**src/rtl/qrs_pkg.sv**
```systemverilog
// qrs_pkg: shared constants and case codes for the quadratic root solver
// no dependencies; imported by every module of the block
`timescale 1ns / 1ps

package qrs_pkg;

  // default coefficient width and fraction bits of the roots
  localparam int COEF_WIDTH_DEF = 16;
  localparam int FRAC_BITS_DEF  = 16;

  // width of a root on the result ports
  localparam int ROOT_W = 48;

  // width of the case code
  localparam int CASE_W = 3;

  typedef enum logic [CASE_W-1:0] {
    CASE_ANY     = 3'd0,
    CASE_NONE    = 3'd1,
    CASE_LINEAR  = 3'd2,
    CASE_TWO     = 3'd3,
    CASE_NO_REAL = 3'd4
  } case_t;

endpackage

```
**src/rtl/qrs_sqrt_cell.sv**
```systemverilog
// qrs_sqrt_cell: one root bit of the square root chain, two radicand bits per cell
// depends on qrs_pkg
`timescale 1ns / 1ps

module qrs_sqrt_cell #(
  parameter int NS     = qrs_pkg::COEF_WIDTH_DEF + qrs_pkg::FRAC_BITS_DEF + 1,
  parameter int SIDE_W = 8
) (
  input  logic              clk,
  input  logic              rst_n,
  input  logic              in_vld,
  input  logic [2*NS-1:0]   in_rad,
  input  logic [NS+1:0]     in_rem,
  input  logic [NS-1:0]     in_root,
  input  logic [SIDE_W-1:0] in_side,
  output logic              out_vld,
  output logic [2*NS-1:0]   out_rad,
  output logic [NS+1:0]     out_rem,
  output logic [NS-1:0]     out_root,
  output logic [SIDE_W-1:0] out_side
);
  import qrs_pkg::*;

  logic [NS+1:0]     rem_s, trial, rem_nxt;
  logic [NS-1:0]     root_nxt;
  logic              vld_r;
  logic [2*NS-1:0]   rad_r;
  logic [NS+1:0]     rem_r;
  logic [NS-1:0]     root_r;
  logic [SIDE_W-1:0] side_r;

  // bring in two radicand bits and try the next root bit
  always_comb begin
    rem_s = {in_rem[NS-1:0], in_rad[2*NS-1 -: 2]};
    trial = {in_root, 2'b01};
    if (rem_s >= trial) begin
      rem_nxt  = rem_s - trial;
      root_nxt = {in_root[NS-2:0], 1'b1};
    end else begin
      rem_nxt  = rem_s;
      root_nxt = {in_root[NS-2:0], 1'b0};
    end
  end

  always_ff @(posedge clk) begin
    if (!rst_n) begin
      vld_r <= 1'b0;
    end else begin
      vld_r <= in_vld;
    end
    rad_r  <= {in_rad[2*NS-3:0], 2'b00};
    rem_r  <= rem_nxt;
    root_r <= root_nxt;
    side_r <= in_side;
  end

  assign out_vld  = vld_r;
  assign out_rad  = rad_r;
  assign out_rem  = rem_r;
  assign out_root = root_r;
  assign out_side = side_r;

endmodule

```
**config.mk**
```make
export PLATFORM = sky130hd
export DESIGN_NAME = qrs_sqrt_cell
export DESIGN_NICKNAME = d
export VERILOG_FILES = /design/src/rtl/qrs_pkg.sv /design/src/rtl/qrs_sqrt_cell.sv
export SDC_FILE = /design/constraint.sdc
export NUM_CORES = 1
export LEC_CHECK = 0
export ABC_AREA = 1
export BUFFER_PORTS_ARGS = -buffer_cell sky130_fd_sc_hd__buf_2
export CAP_MARGIN = 20
export CORE_ASPECT_RATIO = 0.75
export CORE_MARGIN = 3
export CORE_UTILIZATION = 35
export CTS_BUF_LIST = sky130_fd_sc_hd__clkbuf_16
export DETAILED_ROUTE_END_ITERATION = 10
export PLACE_DENSITY = 0.71
export RECOVER_POWER = 100
export SETUP_SLACK_MARGIN = 0.1
export SLEW_MARGIN = 5
export SYNTH_ARGS = -nofsm -noshare
export SYNTH_HDL_FRONTEND = slang
export SYNTH_SLANG_ARGS = --single-unit
export TNS_END_PERCENT = 100
```
**constraint.sdc**
```tcl
create_clock -name clk -period 4 [get_ports clk]
set_clock_uncertainty 0.15 [all_clocks]
set_input_delay 0.2 -clock clk [delete_from_list [all_inputs] [get_ports clk]]
set_output_delay 0.2 -clock clk [all_outputs]
set_load 0.01 [all_outputs]
```
* Yosys cells after proc, flatten, opt, wreduce, memory -nomap -nowiden
Cells that the tools add are included.
** Storage, ports and cells
- Register bits :: 141
- Output and inout port bits :: 143
** Cells by class
- Add/subtract/negate cells :: 1
- Order comparisons :: 1
- Multiplexer cells :: 2
** Operator list (number)
- 35-bit >= comparator :: 1
- 35-bit 2-to-1 mux :: 1
- 35-bit subtractor :: 1
- 1-bit 2-to-1 mux :: 1

* Longest topological paths before layout
- Depth after elaboration :: 2
- Mapped depth :: 16
- Gate-level depth less buffers :: 15

* Worst setup path before layout
Ideal clock, no wire load.
- Kind :: input -> register
- Start :: input port in_root[15]
- End :: register rem_r[17] (netlist: out_rem[17])
- Library setup time :: 0.112 ns
- Arrival time :: 1.612 ns
- Data required time :: 3.738 ns
- Setup slack :: 2.126 ns
- Cell stages on the path :: 16
- Buffers on the path :: 2
- Path through :: inv_1 -> ha_1 -> nand2_1 -> inv_1 -> nand2_1 -> nand2_1 -> inv_1 -> nand2_1 -> a21oi_1 -> nand2_1 -> nand2_1 -> nand2_2 -> buf_6 -> buf_6 -> nand2_1 -> nand2_1
** On the way
- Word-level cells in the longest chain between the ends :: 2
** Ends and longest elaborated chain
- start: declaration :: line qrs_sqrt_cell.sv:14 : input logic [NS-1:0] in_root,
- 35-bit subtractor / 35-bit >= comparator (equally long branches) :: line qrs_sqrt_cell.sv:37, qrs_sqrt_cell.sv:36
- 35-bit 2-to-1 mux * :: line qrs_sqrt_cell.sv:36 : if (rem_s >= trial) begin
- via rem_nxt[17] :: line qrs_sqrt_cell.sv:24 : logic [NS+1:0] rem_s, trial, rem_nxt;
- end signal: assignment :: line qrs_sqrt_cell.sv:52 : rem_r <= rem_nxt;
- end: declaration :: line qrs_sqrt_cell.sv:28 : logic [NS+1:0] rem_r;
The timed path passes the listed nets; every way through them passes the cells marked *.
A chain may end at the register's enable or synchronous reset.

* Worst setup path after layout
- Start :: input port in_root[1]
- End :: register rem_r[19] (netlist: out_rem[19])
Same word-level chain as after synthesis.

==> metrics.csv <==
stage,metric,value,unit
detailed_routing,via count,6392,
finish,Fillers,1642,
pwr,Peak VDD IR,0.255,mV
clocking,Max clock buf depth,2,
detailed_routing,Wirelength per Cell,14.2,µm
pwr,Cell Pwr Density,415,nW/µm²
run_status,run status,"finished, final reports clean",
finish,Finished Cell Area,9400,µm²
global_route,global-route wire length before repair,32700,µm
min_path,Min-Delay Path Class,input pin to flop,
finish,Area Growth Syn to Fin,55.3,%
sta,setup TNS,0,ns
synthesis,Synth area leaders,"dfxtp_1 (47%), nand2_1 (19%), inv_1 (9.4%)",
placed_design,Placer Congestion,0.867,
detailed_routing,Total Routed Length,21000,µm
sta,final hold violation count,0,
synthesis,YS warnings,0,
floorplan,total die area,18900,µm²
setup_path,Worst Path Arrival,3.47,ns
sta,Max Fclk,0.302,GHz
sta,endpoints failing setup,0,
finish,register area,2820,µm²
sta,Rel. slew slack,32.2,%
finish,"commonest cells after routing, fill and taps aside","nand2_1 (303), clkbuf_1 (170), inv_1 (152)",
clocking,post-CTS setup buffers,0,
floorplan,Die Width,158,µm
setup_path,Worst Setup End Kind,flop,
run,Max Cap Viol,0,
sta,RSZ-0062 raised after global routing,no,
floorplan,FP Rows,40,
clocking,Worst-path clk slew,0.06,ns
detailed_routing,Avg Vias per Cell,4.33,
clocking,Clock Sinks,141,
sta,Tmin final,3.32,ns
sta,Worst Tran Pin Value,1.01,ns
floorplan,initial cell density of the core,36.8,%
synthesis,Yosys top cell area share,46.6,%
setup_path,critical path class,input pin to flop,
placed_design,Post-DP HPWL,15500,µm
finish,share of layout cells above drive strength 1,13.3,%
finish,Ant. Diodes,0,
clocking,CTS tree,yes,
placed_design,I/O Buffers,283,
synthesis,number of distinct library cells after synthesis,28,
sta,Final period util,82.9,%
setup_path,largest fanout on the critical path,34,
clocking,CTS buffer count,17,
detailed_routing,# DRC,0,
synthesis,Yosys top cell by area,dfxtp_1,
synthesis,Yosys reg bits,141,
floorplan,Ports,288,
synthesis,post-synthesis cell count,817,
detailed_routing,Iter 0 DRT Violations,395,
synthesis,Syn Std Cell Area,6060,µm²
detailed_routing,Initial DRT Pass Iterations,5,
synthesis,sequential area share after synthesis,46.6,%
global_route,total grt overflow,0,
detailed_routing,Detail Route Antenna Nets,0,
sta,Slew Limit Fails,0,
floorplan,Placeable Area,16500,µm²
pwr,LEAKAGE,4.90,nW
clocking,CTS root buffer,clkbuf_16,
global_route,largest net degree at the start of global routing,35,
floorplan,DIE HEIGHT,120,µm
finish,NumNets Final,1433,
synthesis,syn avg cell area,7.41,µm²
clocking,H-tree level count,4,
setup_path,Worst setup SP type,input pin,
global_route,initial antenna violation count,0,
global_route,total track usage,22.0,%
finish,"most common cell after layout, fill and taps aside",nand2_1,
global_route,vias in the first global route,6473,
setup_path,WP data required,4.15,ns
placed_design,placed cell area,7660,µm²
finish,area taken by multi-input logic gates,2570,µm²
## cell type report
type	count	share of cell area (%)
clock buffer	17	4.52
clock inverter	15	1.37
inverter	152	6.07
multi-input combinational	516	27.4
sequential	141	30.0
tap	210	2.79
timing repair buffer	425	27.9
## registers in the layout, indices dropped and copies added (netlist names)
register and cells:
out_rad 64, out_rem 35, out_root 33, out_side 8, out_vld 1
## power breakdown
group	switching (mW)	internal [mW]
clock	0.675	0.813
combinational	0.507	0.344
sequential	0.0318	1.53
total	1.21	2.69
## final timing paths
kind	end	depth (start not counted)	slack, ns	start
setup / recovery	out_rem[19]	16	0.68	in_root[1]
hold / removal	out_rem[1]	3	0.02	in_rad[65]
## Yosys cell counts
library cell	number
a21boi_0	1
a21oi_1	28
and2_1	2
buf_12	1
buf_4	5
buf_6	3
conb_1	1
dfxtp_1	141
ha_1	35
inv_1	151
inv_2	1
nand2_1	302
nand2_2	5
nand3_1	30
nand3_2	11
nand3b_1	2
nand4_1	5
nor2_1	45
nor2_2	5
nor3_1	4
nor3_2	1
o211ai_1	1
o21ai_0	13
o21ai_1	2
o21bai_1	3
or2_2	1
xnor2_1	1
xor2_1	17
## worst max-delay path, cell delays in order
cell,delay (ns)
dlygate4sd3_1,0.52
clkbuf_1,0.11
inv_1,0.06
ha_1,0.34
nand2_1,0.12
nor2_1,0.18
nand3_1,0.12
nand3_2,0.13
nand2_1,0.11
nand2_1,0.13
nand2_1,0.06
nand2_1,0.74
clkinv_1,0.16
buf_4,0.30
nand2_1,0.10
nand2_1,0.06
## cell families (layout without fill, tap and decap cells)
family                   count (synthesis)  after routing  share of synthesized area, %
AND/OR/NAND/NOR                        413            413                          28.4
buffers and inverters                  161            609                          10.9
flip-flops                             141            141                          46.6
AO/OA/AOI/OAI                           48             48                          4.17
adder cells (fa/ha/maj)                 35             35                          7.23
XOR/XNOR                                18             18                          2.60
other                                    1              2                        0.0619
## routing by layer
metal / track usage, % / vias to the layer above / share of wire (%) / routed length [µm]
li1: - / 3329 / - / -
met2: 34.2 / 214 / 44 / 9310
met3: 6.99 / 23 / 7.2 / 1520
met5: 0 / - / 0 / 0
met4: 5.42 / 0 / 1.2 / 261
met1: 29.7 / 2826 / 47 / 9920
## through the flow
stage          setup slack (ns)  utilization (%)  hold slack (ns)  cells  power (mW)
2_1_floorplan              2.13                -           0.0777    818        2.05
3_3_place_gp               1.18             46.5            0.152   1304        2.35
3_5_place_dp               1.17             46.5            0.154   1304        2.36
4_1_cts                    1.01             58.4          0.00357   1476        3.95
5_1_grt                   0.362             57.1           0.0458   1476        4.11
6_report                  0.684             57.1           0.0193   1476        3.90
## timing repair
| action | 4_1_cts | 5_1_grt |
|---|---|---|
| hold buffers | 140 | 0 |
| gates resized for setup | 0 | 0 |
| hold endpoints to repair | 139 | 0 |
Note: power is estimated with default switching activity, not from simulation.
