File: src/rtl/qrs_pkg.sv
// qrs_pkg: shared constants and case codes for the quadratic root solver
// no dependencies; imported by every module of the block
`timescale 1ns / 1ps

package qrs_pkg;

  // default coefficient width and fraction bits of the roots
  localparam int COEF_WIDTH_DEF = 16;
  localparam int FRAC_BITS_DEF  = 16;

  // width of a root on the result ports
  localparam int ROOT_W = 48;

  // width of the case code
  localparam int CASE_W = 3;

  typedef enum logic [CASE_W-1:0] {
    CASE_ANY     = 3'd0,
    CASE_NONE    = 3'd1,
    CASE_LINEAR  = 3'd2,
    CASE_TWO     = 3'd3,
    CASE_NO_REAL = 3'd4
  } case_t;

endpackage

File: src/rtl/qrs_front.sv
// qrs_front: input register, coefficient products and discriminant
// depends on qrs_pkg
`timescale 1ns / 1ps

module qrs_front #(
  parameter int COEF_WIDTH = qrs_pkg::COEF_WIDTH_DEF,
  parameter int FRAC_BITS  = qrs_pkg::FRAC_BITS_DEF
) (
  input  logic                           clk,
  input  logic                           rst_n,
  input  logic                           in_vld,
  input  logic signed [COEF_WIDTH-1:0]   in_a,
  input  logic signed [COEF_WIDTH-1:0]   in_b,
  input  logic signed [COEF_WIDTH-1:0]   in_c,
  output logic                           out_vld,
  output qrs_pkg::case_t                 out_case,
  output logic signed [COEF_WIDTH-1:0]   out_a,
  output logic signed [COEF_WIDTH-1:0]   out_b,
  output logic signed [COEF_WIDTH-1:0]   out_c,
  output logic [2*(COEF_WIDTH+FRAC_BITS+1)-1:0] out_rad
);
  import qrs_pkg::*;

  localparam int CW   = COEF_WIDTH;
  localparam int DW   = 2*CW + 1;
  localparam int RADW = 2*(CW + FRAC_BITS + 1);

  // stage 1: registered coefficients
  logic                 s1_vld_r;
  logic signed [CW-1:0] s1_a_r, s1_b_r, s1_c_r;

  always_ff @(posedge clk) begin
    if (!rst_n) begin
      s1_vld_r <= 1'b0;
    end else begin
      s1_vld_r <= in_vld;
    end
    s1_a_r <= in_a;
    s1_b_r <= in_b;
    s1_c_r <= in_c;
  end

  // stage 2: squared b and |a|*|c|
  logic [CW-1:0]        am, bm, cm;
  logic [2*CW-1:0]      b2_nxt, p_nxt;
  logic                 s2_vld_r;
  logic [2*CW-1:0]      s2_b2_r, s2_p_r;
  logic                 s2_neg_r;
  logic signed [CW-1:0] s2_a_r, s2_b_r, s2_c_r;

  always_comb begin
    am     = s1_a_r[CW-1] ? CW'(-s1_a_r) : CW'(s1_a_r);
    bm     = s1_b_r[CW-1] ? CW'(-s1_b_r) : CW'(s1_b_r);
    cm     = s1_c_r[CW-1] ? CW'(-s1_c_r) : CW'(s1_c_r);
    b2_nxt = bm * bm;
    p_nxt  = am * cm;
  end

  always_ff @(posedge clk) begin
    if (!rst_n) begin
      s2_vld_r <= 1'b0;
    end else begin
      s2_vld_r <= s1_vld_r;
    end
    s2_b2_r  <= b2_nxt;
    s2_p_r   <= p_nxt;
    s2_neg_r <= (s1_a_r[CW-1] != s1_c_r[CW-1]) && (s1_c_r != '0);
    s2_a_r   <= s1_a_r;
    s2_b_r   <= s1_b_r;
    s2_c_r   <= s1_c_r;
  end

  // stage 3: discriminant, case code and scaled radicand
  logic [2*CW+1:0] q4, b2x, dsum, ddif;
  logic [DW-1:0]   d_val;
  case_t           case_nxt;

  always_comb begin
    q4   = {s2_p_r, 2'b00};
    b2x  = (2*CW+2)'(s2_b2_r);
    dsum = b2x + q4;
    ddif = b2x - q4;
    d_val = '0;
    if (s2_a_r == '0) begin
      if (s2_b_r == '0) begin
        case_nxt = (s2_c_r == '0) ? CASE_ANY : CASE_NONE;
      end else begin
        case_nxt = CASE_LINEAR;
      end
    end else if (s2_neg_r) begin
      case_nxt = CASE_TWO;
      d_val    = dsum[DW-1:0];
    end else if (q4 > b2x) begin
      case_nxt = CASE_NO_REAL;
    end else begin
      case_nxt = CASE_TWO;
      d_val    = ddif[DW-1:0];
    end
  end

  logic            s3_vld_r;
  case_t           s3_case_r;
  logic signed [CW-1:0] s3_a_r, s3_b_r, s3_c_r;
  logic [RADW-1:0] s3_rad_r;

  always_ff @(posedge clk) begin
    if (!rst_n) begin
      s3_vld_r <= 1'b0;
    end else begin
      s3_vld_r <= s2_vld_r;
    end
    s3_case_r <= case_nxt;
    s3_a_r    <= s2_a_r;
    s3_b_r    <= s2_b_r;
    s3_c_r    <= s2_c_r;
    s3_rad_r  <= RADW'(d_val) << (2*FRAC_BITS);
  end

  assign out_vld  = s3_vld_r;
  assign out_case = s3_case_r;
  assign out_a    = s3_a_r;
  assign out_b    = s3_b_r;
  assign out_c    = s3_c_r;
  assign out_rad  = s3_rad_r;

endmodule

File: config.mk
export PLATFORM = sky130hd
export DESIGN_NAME = qrs_front
export DESIGN_NICKNAME = d
export VERILOG_FILES = /design/src/rtl/qrs_pkg.sv /design/src/rtl/qrs_front.sv
export SDC_FILE = /design/constraint.sdc
export NUM_CORES = 1
export LEC_CHECK = 0
export BUFFER_PORTS_ARGS = -buffer_cell sky130_fd_sc_hd__buf_2
export CORE_ASPECT_RATIO = 0.7
export CORE_MARGIN = 2
export CORE_UTILIZATION = 35
export CTS_CLUSTER_SIZE = 16
export DETAILED_ROUTE_END_ITERATION = 8
export GPL_ROUTABILITY_DRIVEN = 0
export HOLD_SLACK_MARGIN = 0.03
export SETUP_SLACK_MARGIN = 0.5
export SKIP_LAST_GASP = 1
export SLEW_MARGIN = 20
export SYNTH_ARGS = -nofsm -noshare
export SYNTH_HDL_FRONTEND = slang
export SYNTH_SLANG_ARGS = --single-unit
File: constraint.sdc
create_clock -name clk -period 15.16 [get_ports clk]
set_clock_uncertainty 0.2 [all_clocks]
set_input_delay 0.758 -clock clk [delete_from_list [all_inputs] [get_ports clk]]
set_output_delay 0.758 -clock clk [all_outputs]
set_load 0.01 [all_outputs]
== Word-level counts from Yosys, hierarchy flattened ==
Index checks and enable logic that the tools add are counted.

* $add $sub $neg: 5
* Multiply operators: 2
* Order comparisons: 1
* Eq/ne operators: 1
* Muxes and demuxes: 10
* Reductions and logical operators: 5

{| class="wikitable"
|+ Operator list
! kind !! number
|-
| $mux 33 || 2
|-
| $mul 16x16->32 || 2
|-
| $logic_not 16->1 || 3
|-
| $mux 16 || 3
|-
| $neg 16->16 || 3
|-
| $gt 34x32->1 || 1
|-
| $add 32x33->33 || 1
|-
| $sub 32x33->33 || 1
|-
| $reduce_bool 16->1 || 1
|-
| $mux 3 || 3
|-
| $mux 2 || 1
|-
| $logic_and 1x1->1 || 1
|-
| $mux 1 || 1
|-
| $ne 1x1->1 || 1
|}

* Register bits after elaboration: 248
* Input bits: 51
* Logic and storage cells: 41

== Logic depth before layout (Yosys ltp) ==
* Word-level depth: 4
* Gate-level depth with buffers: 31

== Worst setup path after synthesis ==
OpenSTA, ideal clock, no wires.

* Path type: flip-flop to flip-flop
* Start: register s1_a_r[0]
* End: register s2_p_r[31]
* Setup time: 72 ps
* Arrival time: 7309 ps
* Data required time: 14888 ps
* Slack: 7579 ps
* Stages on the path, launching flop included: 28
* Clock period less this slack: 7581 ps
* Cell sequence: dfxtp_1 inv_1 clkbuf_1 ha_1 nand2_1 or3_1 o21ai_0 nand2_1 xor2_1 nand2_1 fa_1 fa_1 inv_1 fa_1 fa_1 fa_1 inv_1 fa_1 inv_1 ha_1 a21o_1 a21oi_1 o21ai_0 a221o_1 a221oi_2 o21ai_0 a21oi_1 xnor2_1

* Word-level cells in the longest chain between the ends: 3

{| class="wikitable"
|+ Ends and longest elaborated chain
! element !! RTL line !! source
|-
| from (decl) || qrs_front.sv:30 || <nowiki>logic signed [CW-1:0] s1_a_r, s1_b_r, s1_c_r;</nowiki>
|-
| from (signal assigned) || qrs_front.sv:38 || <nowiki>s1_a_r <= in_a;</nowiki>
|-
| $neg 16->16 || qrs_front.sv:52 || <nowiki>am = s1_a_r[CW-1] ? CW'(-s1_a_r) : CW'(s1_a_r);</nowiki>
|-
| $mux 16 (*) || qrs_front.sv:52 ||
|-
| $mul 16x16->32 (*) || qrs_front.sv:56 || <nowiki>p_nxt = am * cm;</nowiki>
|-
| net p_nxt[31] || qrs_front.sv:45 || <nowiki>logic [2*CW-1:0] b2_nxt, p_nxt;</nowiki>
|-
| to (signal assigned) || qrs_front.sv:66 || <nowiki>s2_p_r <= p_nxt;</nowiki>
|-
| to (decl) || qrs_front.sv:47 || <nowiki>logic [2*CW-1:0] s2_b2_r, s2_p_r;</nowiki>
|}

Mark *: on every way through the listed nets, which the timed path passes. The rest lies on a longest branch.
A chain may end at the register's enable or synchronous reset.

== Worst setup path after layout ==
* Start: register s1_b_r[0]
* End: register s2_b2_r[31]

* Word-level cells in the longest chain between the ends: 3

{| class="wikitable"
|+ Ends and longest elaborated chain
! element !! RTL line !! source
|-
| from (decl) || qrs_front.sv:30 ||
|-
| from (signal assigned) || qrs_front.sv:39 || <nowiki>s1_b_r <= in_b;</nowiki>
|-
| $neg 16->16 || qrs_front.sv:53 || <nowiki>bm = s1_b_r[CW-1] ? CW'(-s1_b_r) : CW'(s1_b_r);</nowiki>
|-
| $mux 16 (*) || qrs_front.sv:53 ||
|-
| $mul 16x16->32 (*) || qrs_front.sv:55 || <nowiki>b2_nxt = bm * bm;</nowiki>
|-
| net b2_nxt[31] || qrs_front.sv:45 ||
|-
| to (signal assigned) || qrs_front.sv:65 || <nowiki>s2_b2_r <= b2_nxt;</nowiki>
|-
| to (decl) || qrs_front.sv:47 ||
|}

Marked as above.

==> results.json <==
{
  "dpl.cell_count": 3954,
  "drt_iter0_markers": 1519,
  "route.detailed.vias_per_inst": 4.85,
  "min-delay-start": "in_a[13]",
  "buffers_added_on_ports": 135,
  "cts_max_level": 1,
  "multi_input_comb_area_um2": 18500,
  "timing_worst_slew_pin_value_ns": 1.16,
  "top_level_ports": 169,
  "detail_route.drc_violations": 0,
  "utilization": 0.391,
  "hp-class": "in2reg",
  "grt_first_pass_wirelength_mm": 103,
  "clock.fmax_mhz": 113,
  "netlist-cell-type-count": 95,
  "slew_viol_final": 0,
  "timing.reg2reg.setup_slack_ns": 6.27,
  "crit-reg2reg-launch": "s1_b_r[0]$_DFF_P_",
  "ys_seq_area_frac": 0.189,
  "clock_path_buffers": 3,
  "capturing_element_type_of_the_critical_path": "flip-flop",
  "postSynthCellCount": 2874,
  "dominantRegCellSynth": "dfxtp_1",
  "hpwlAfterDp_mm": 53.6,
  "floorplan.die.width_um": 330,
  "asyncSetResetFlopFracSynth": 0,
  "crit_fanout": 13,
  "post_cts_resized": 0,
  "post-place-ws_ns": 6.42,
  "fp.coreArea_um2": 73400,
  "ctsHoldBuffers": 0,
  "r2r_cells": 26,
  "num_rows": 83,
  "drive_gt1_frac": 0.0924,
  "synth_seq_cells": 246,
  "cp_data_required_time_ns": 15.43,
  "final_cells": 4009,
  "routed_wl_mm": 63.8,
  "outcome": "finished, final reports clean",
  "drt_first_pass_iters": 7,
  "timing.setup.tns_ns": 0,
  "rsz0062_at_grt": "false",
  "post-cts-setup-buffer-count": 0,
  "layout.nets": 3714,
  "grt_max_degree": 26,
  "post_detailed_route_count_of_antenna_violating_nets": 0,
  "fin_crit_sh": 0.586,
  "cts-buffers-inserted": 29,
  "post-route-min-period_ns": 8.89,
  "vias": 19500,
  "cp_data_arrival_time_ns": 9.15,
  "clockRootBuffer": "clkbuf_16",
  "relative_area_change_from_synthesis_to_final_layout_pct": 10.5,
  "filler_cell_count": 7427,
  "routed_wire_length_per_instance_um": 15.9,
  "holdPathStages": 1,
  "netlist_area_um2": 26000,
  "worst_hold_path.endpoint": "s1_a_r[13]$_DFF_P_",
  "clock_sink_count": 246,
  "start_util": 0.354,
  "start_kind": "flip-flop",
  "track_usage": 0.169,
  "die_height_um": 232,
  "first_global_vias": 18800,
  "post-route-worst-setup-slack_ns": 6.27,
  "final-seq-area_um2": 4920,
  "initial_antenna_violation_count": 1,
  "max_cap_violations": 0,
  "critical_path.reg2reg.endpoint": "s2_b2_r[31]$_DFF_P_",
  "cts.reportedPaths.clkPinSlew_ns": 0.07,
  "synth_enable_flop_cells": 0,
  "clock_tree_from_tritoncts": "built",
  "worst_skew_pair.late_latency_ns": 0.59,
  "hold_viol": 0,
  "slew-limit-headroom": 0.223,
  "dieArea_um2": 76500,
  "grt-ovfl-total": 0,
  "timing.setup.critical_path_class": "reg2reg",
  "yosysWarnings": 0,
  "syn_avg_cell_area_um2": 9.05,
  "final-setup-viol-count": 0
}
[cells in the mapped netlist (12+ instances only)]
cell type  number  area [um^2]
a211oi_1       13         97.6
a21o_1         37          278
a21oi_1       128          641
and2_1         22          138
and3_1         13         81.3
buf_2          12         60.1
buf_4          38          285
clkbuf_1       52          195
dfxtp_1       246         4920
fa_1          359         7190
ha_1          296         3700
inv_1         569         2140
nand2_1       259          972
nand2b_1       26          163
nand3_1        27          135
nand4_1        17          106
nor2_1        265          995
nor2b_1        18          113
nor3_1         26          130
nor4_1         18          113
o21a_1         15          113
o21ai_0        62          310
o21bai_1       21          158
o31ai_1        13         97.6
xnor2_1        75          657
xor2_1         54          473
[final cells by class]
type / instances / area share
Clock inverter: 20 / 0.00836
Tap cell: 977 / 0.0425
Inverter: 577 / 0.0754
Antenna cell: 1 / 0.0000871
Sequential cell: 246 / 0.171
Clock buffer: 34 / 0.0263
Multi-Input combinational cell: 1988 / 0.644
Timing Repair Buffer: 166 / 0.0316
[logic make-up (layout without fill, tap and decap cells)]
family,count (synthesis),in the layout,synth area share
other,2,46,0.000289
muxes,2,2,0.000770
buffers and inverters,683,797,0.105
DFF,246,246,0.189
and+or+nand+nor,735,735,0.126
AOI/OAI and AO/OA,419,419,0.114
adders and majority gates,655,655,0.419
xor gates and xnor gates,132,132,0.0453
[per-stage QoR]
stage                     hold slack [ns]  cell area, um^2
after CTS                          0.0329            28700
after global routing               0.0405            28700
after global placement              0.139            27700
after floorplan                     0.129            26200
after detailed placement            0.138            27700
final                              0.0688            28700
[critical path, stage by stage (launching register included)]
cell and delay [ns]:
dfxtp_1 0.39, inv_1 0.43, ha_1 0.31, nand2_1 0.09, o41ai_1 0.32, xor2_1 0.72, clkinv_1 0.56, nand2_1 0.21
fa_1 0.50, fa_1 0.55, inv_1 0.05, fa_1 0.51, fa_1 0.44, fa_1 0.54, inv_1 0.05, fa_1 0.52
inv_1 0.04, ha_1 0.34, a21o_1 0.21, o21ai_0 0.24, nand2b_1 0.08, a31oi_1 0.32, o21ai_0 0.32, a21oi_1 0.41
o211ai_1 0.15, a21oi_1 0.19, xnor2_1 0.08
[layout by cell type, fill, tap and decap left out, drive strengths merged, types with 8 or more instances in the layout]
cell / count
o21bai: 22
nand2b: 26
a211oi: 15
nand2: 259
a21oi: 130
o31ai: 17
nand4: 17
xnor2: 75
and2: 23
and3: 13
buf: 166
o21ai: 69
nor4: 18
nor3: 27
conb: 45
a221oi: 17
nor2: 267
ha: 296
o21a: 15
fa: 359
o41ai: 8
a21o: 37
o211ai: 9
clkinv: 9
xor2: 57
or3: 10
dfxtp: 246
a31oi: 11
nor2b: 18
nand3: 27
or2: 13
clkbuf: 34
inv: 583
[flip-flops by register name (all words and copies together) (netlist names)]
register / count
s2_vld_r: 1
s1_vld_r: 1
s1_b_r: 16
s2_neg_r: 1
s2_b_r: 16
s2_a_r: 16
out_case: 3
out_vld: 1
out_a: 16
s1_c_r: 16
s2_b2_r: 30
s2_c_r: 16
out_rad: 33
out_c: 16
out_b: 16
s2_p_r: 32
s1_a_r: 16
[metal layers]
| layer | share of wire | vias up | GRT usage |
|---|---|---|---|
| li1 | - | 9292 | - |
| met1 | 0.48 | 9439 | 0.260 |
| met4 | 0.012 | 4 | 0.0216 |
| met2 | 0.40 | 668 | 0.233 |
| met5 | 0.0020 | - | 0.0115 |
| met3 | 0.11 | 50 | 0.0507 |
[worst max-delay path by stage]
stage | start | to | slack (ns)
after CTS | s1_b_r[0]$_DFF_P_ | s2_b2_r[31]$_DFF_P_ | 6.38
final | s1_b_r[0]$_DFF_P_ | s2_b2_r[31]$_DFF_P_ | 6.27
after detailed placement | s1_b_r[0]$_DFF_P_ | s2_b2_r[30]$_DFF_P_ | 6.42
after floorplan | s1_a_r[0]$_DFF_P_ | s2_p_r[31]$_DFF_P_ | 7.58
after global routing | s1_b_r[0]$_DFF_P_ | s2_b2_r[31]$_DFF_P_ | 5.66
after global placement | s1_b_r[0]$_DFF_P_ | s2_b2_r[31]$_DFF_P_ | 6.68
Power is left out: the tool's default activity adds up to more than one toggle a clock period on the data nets, which glitch-free logic cannot reach.
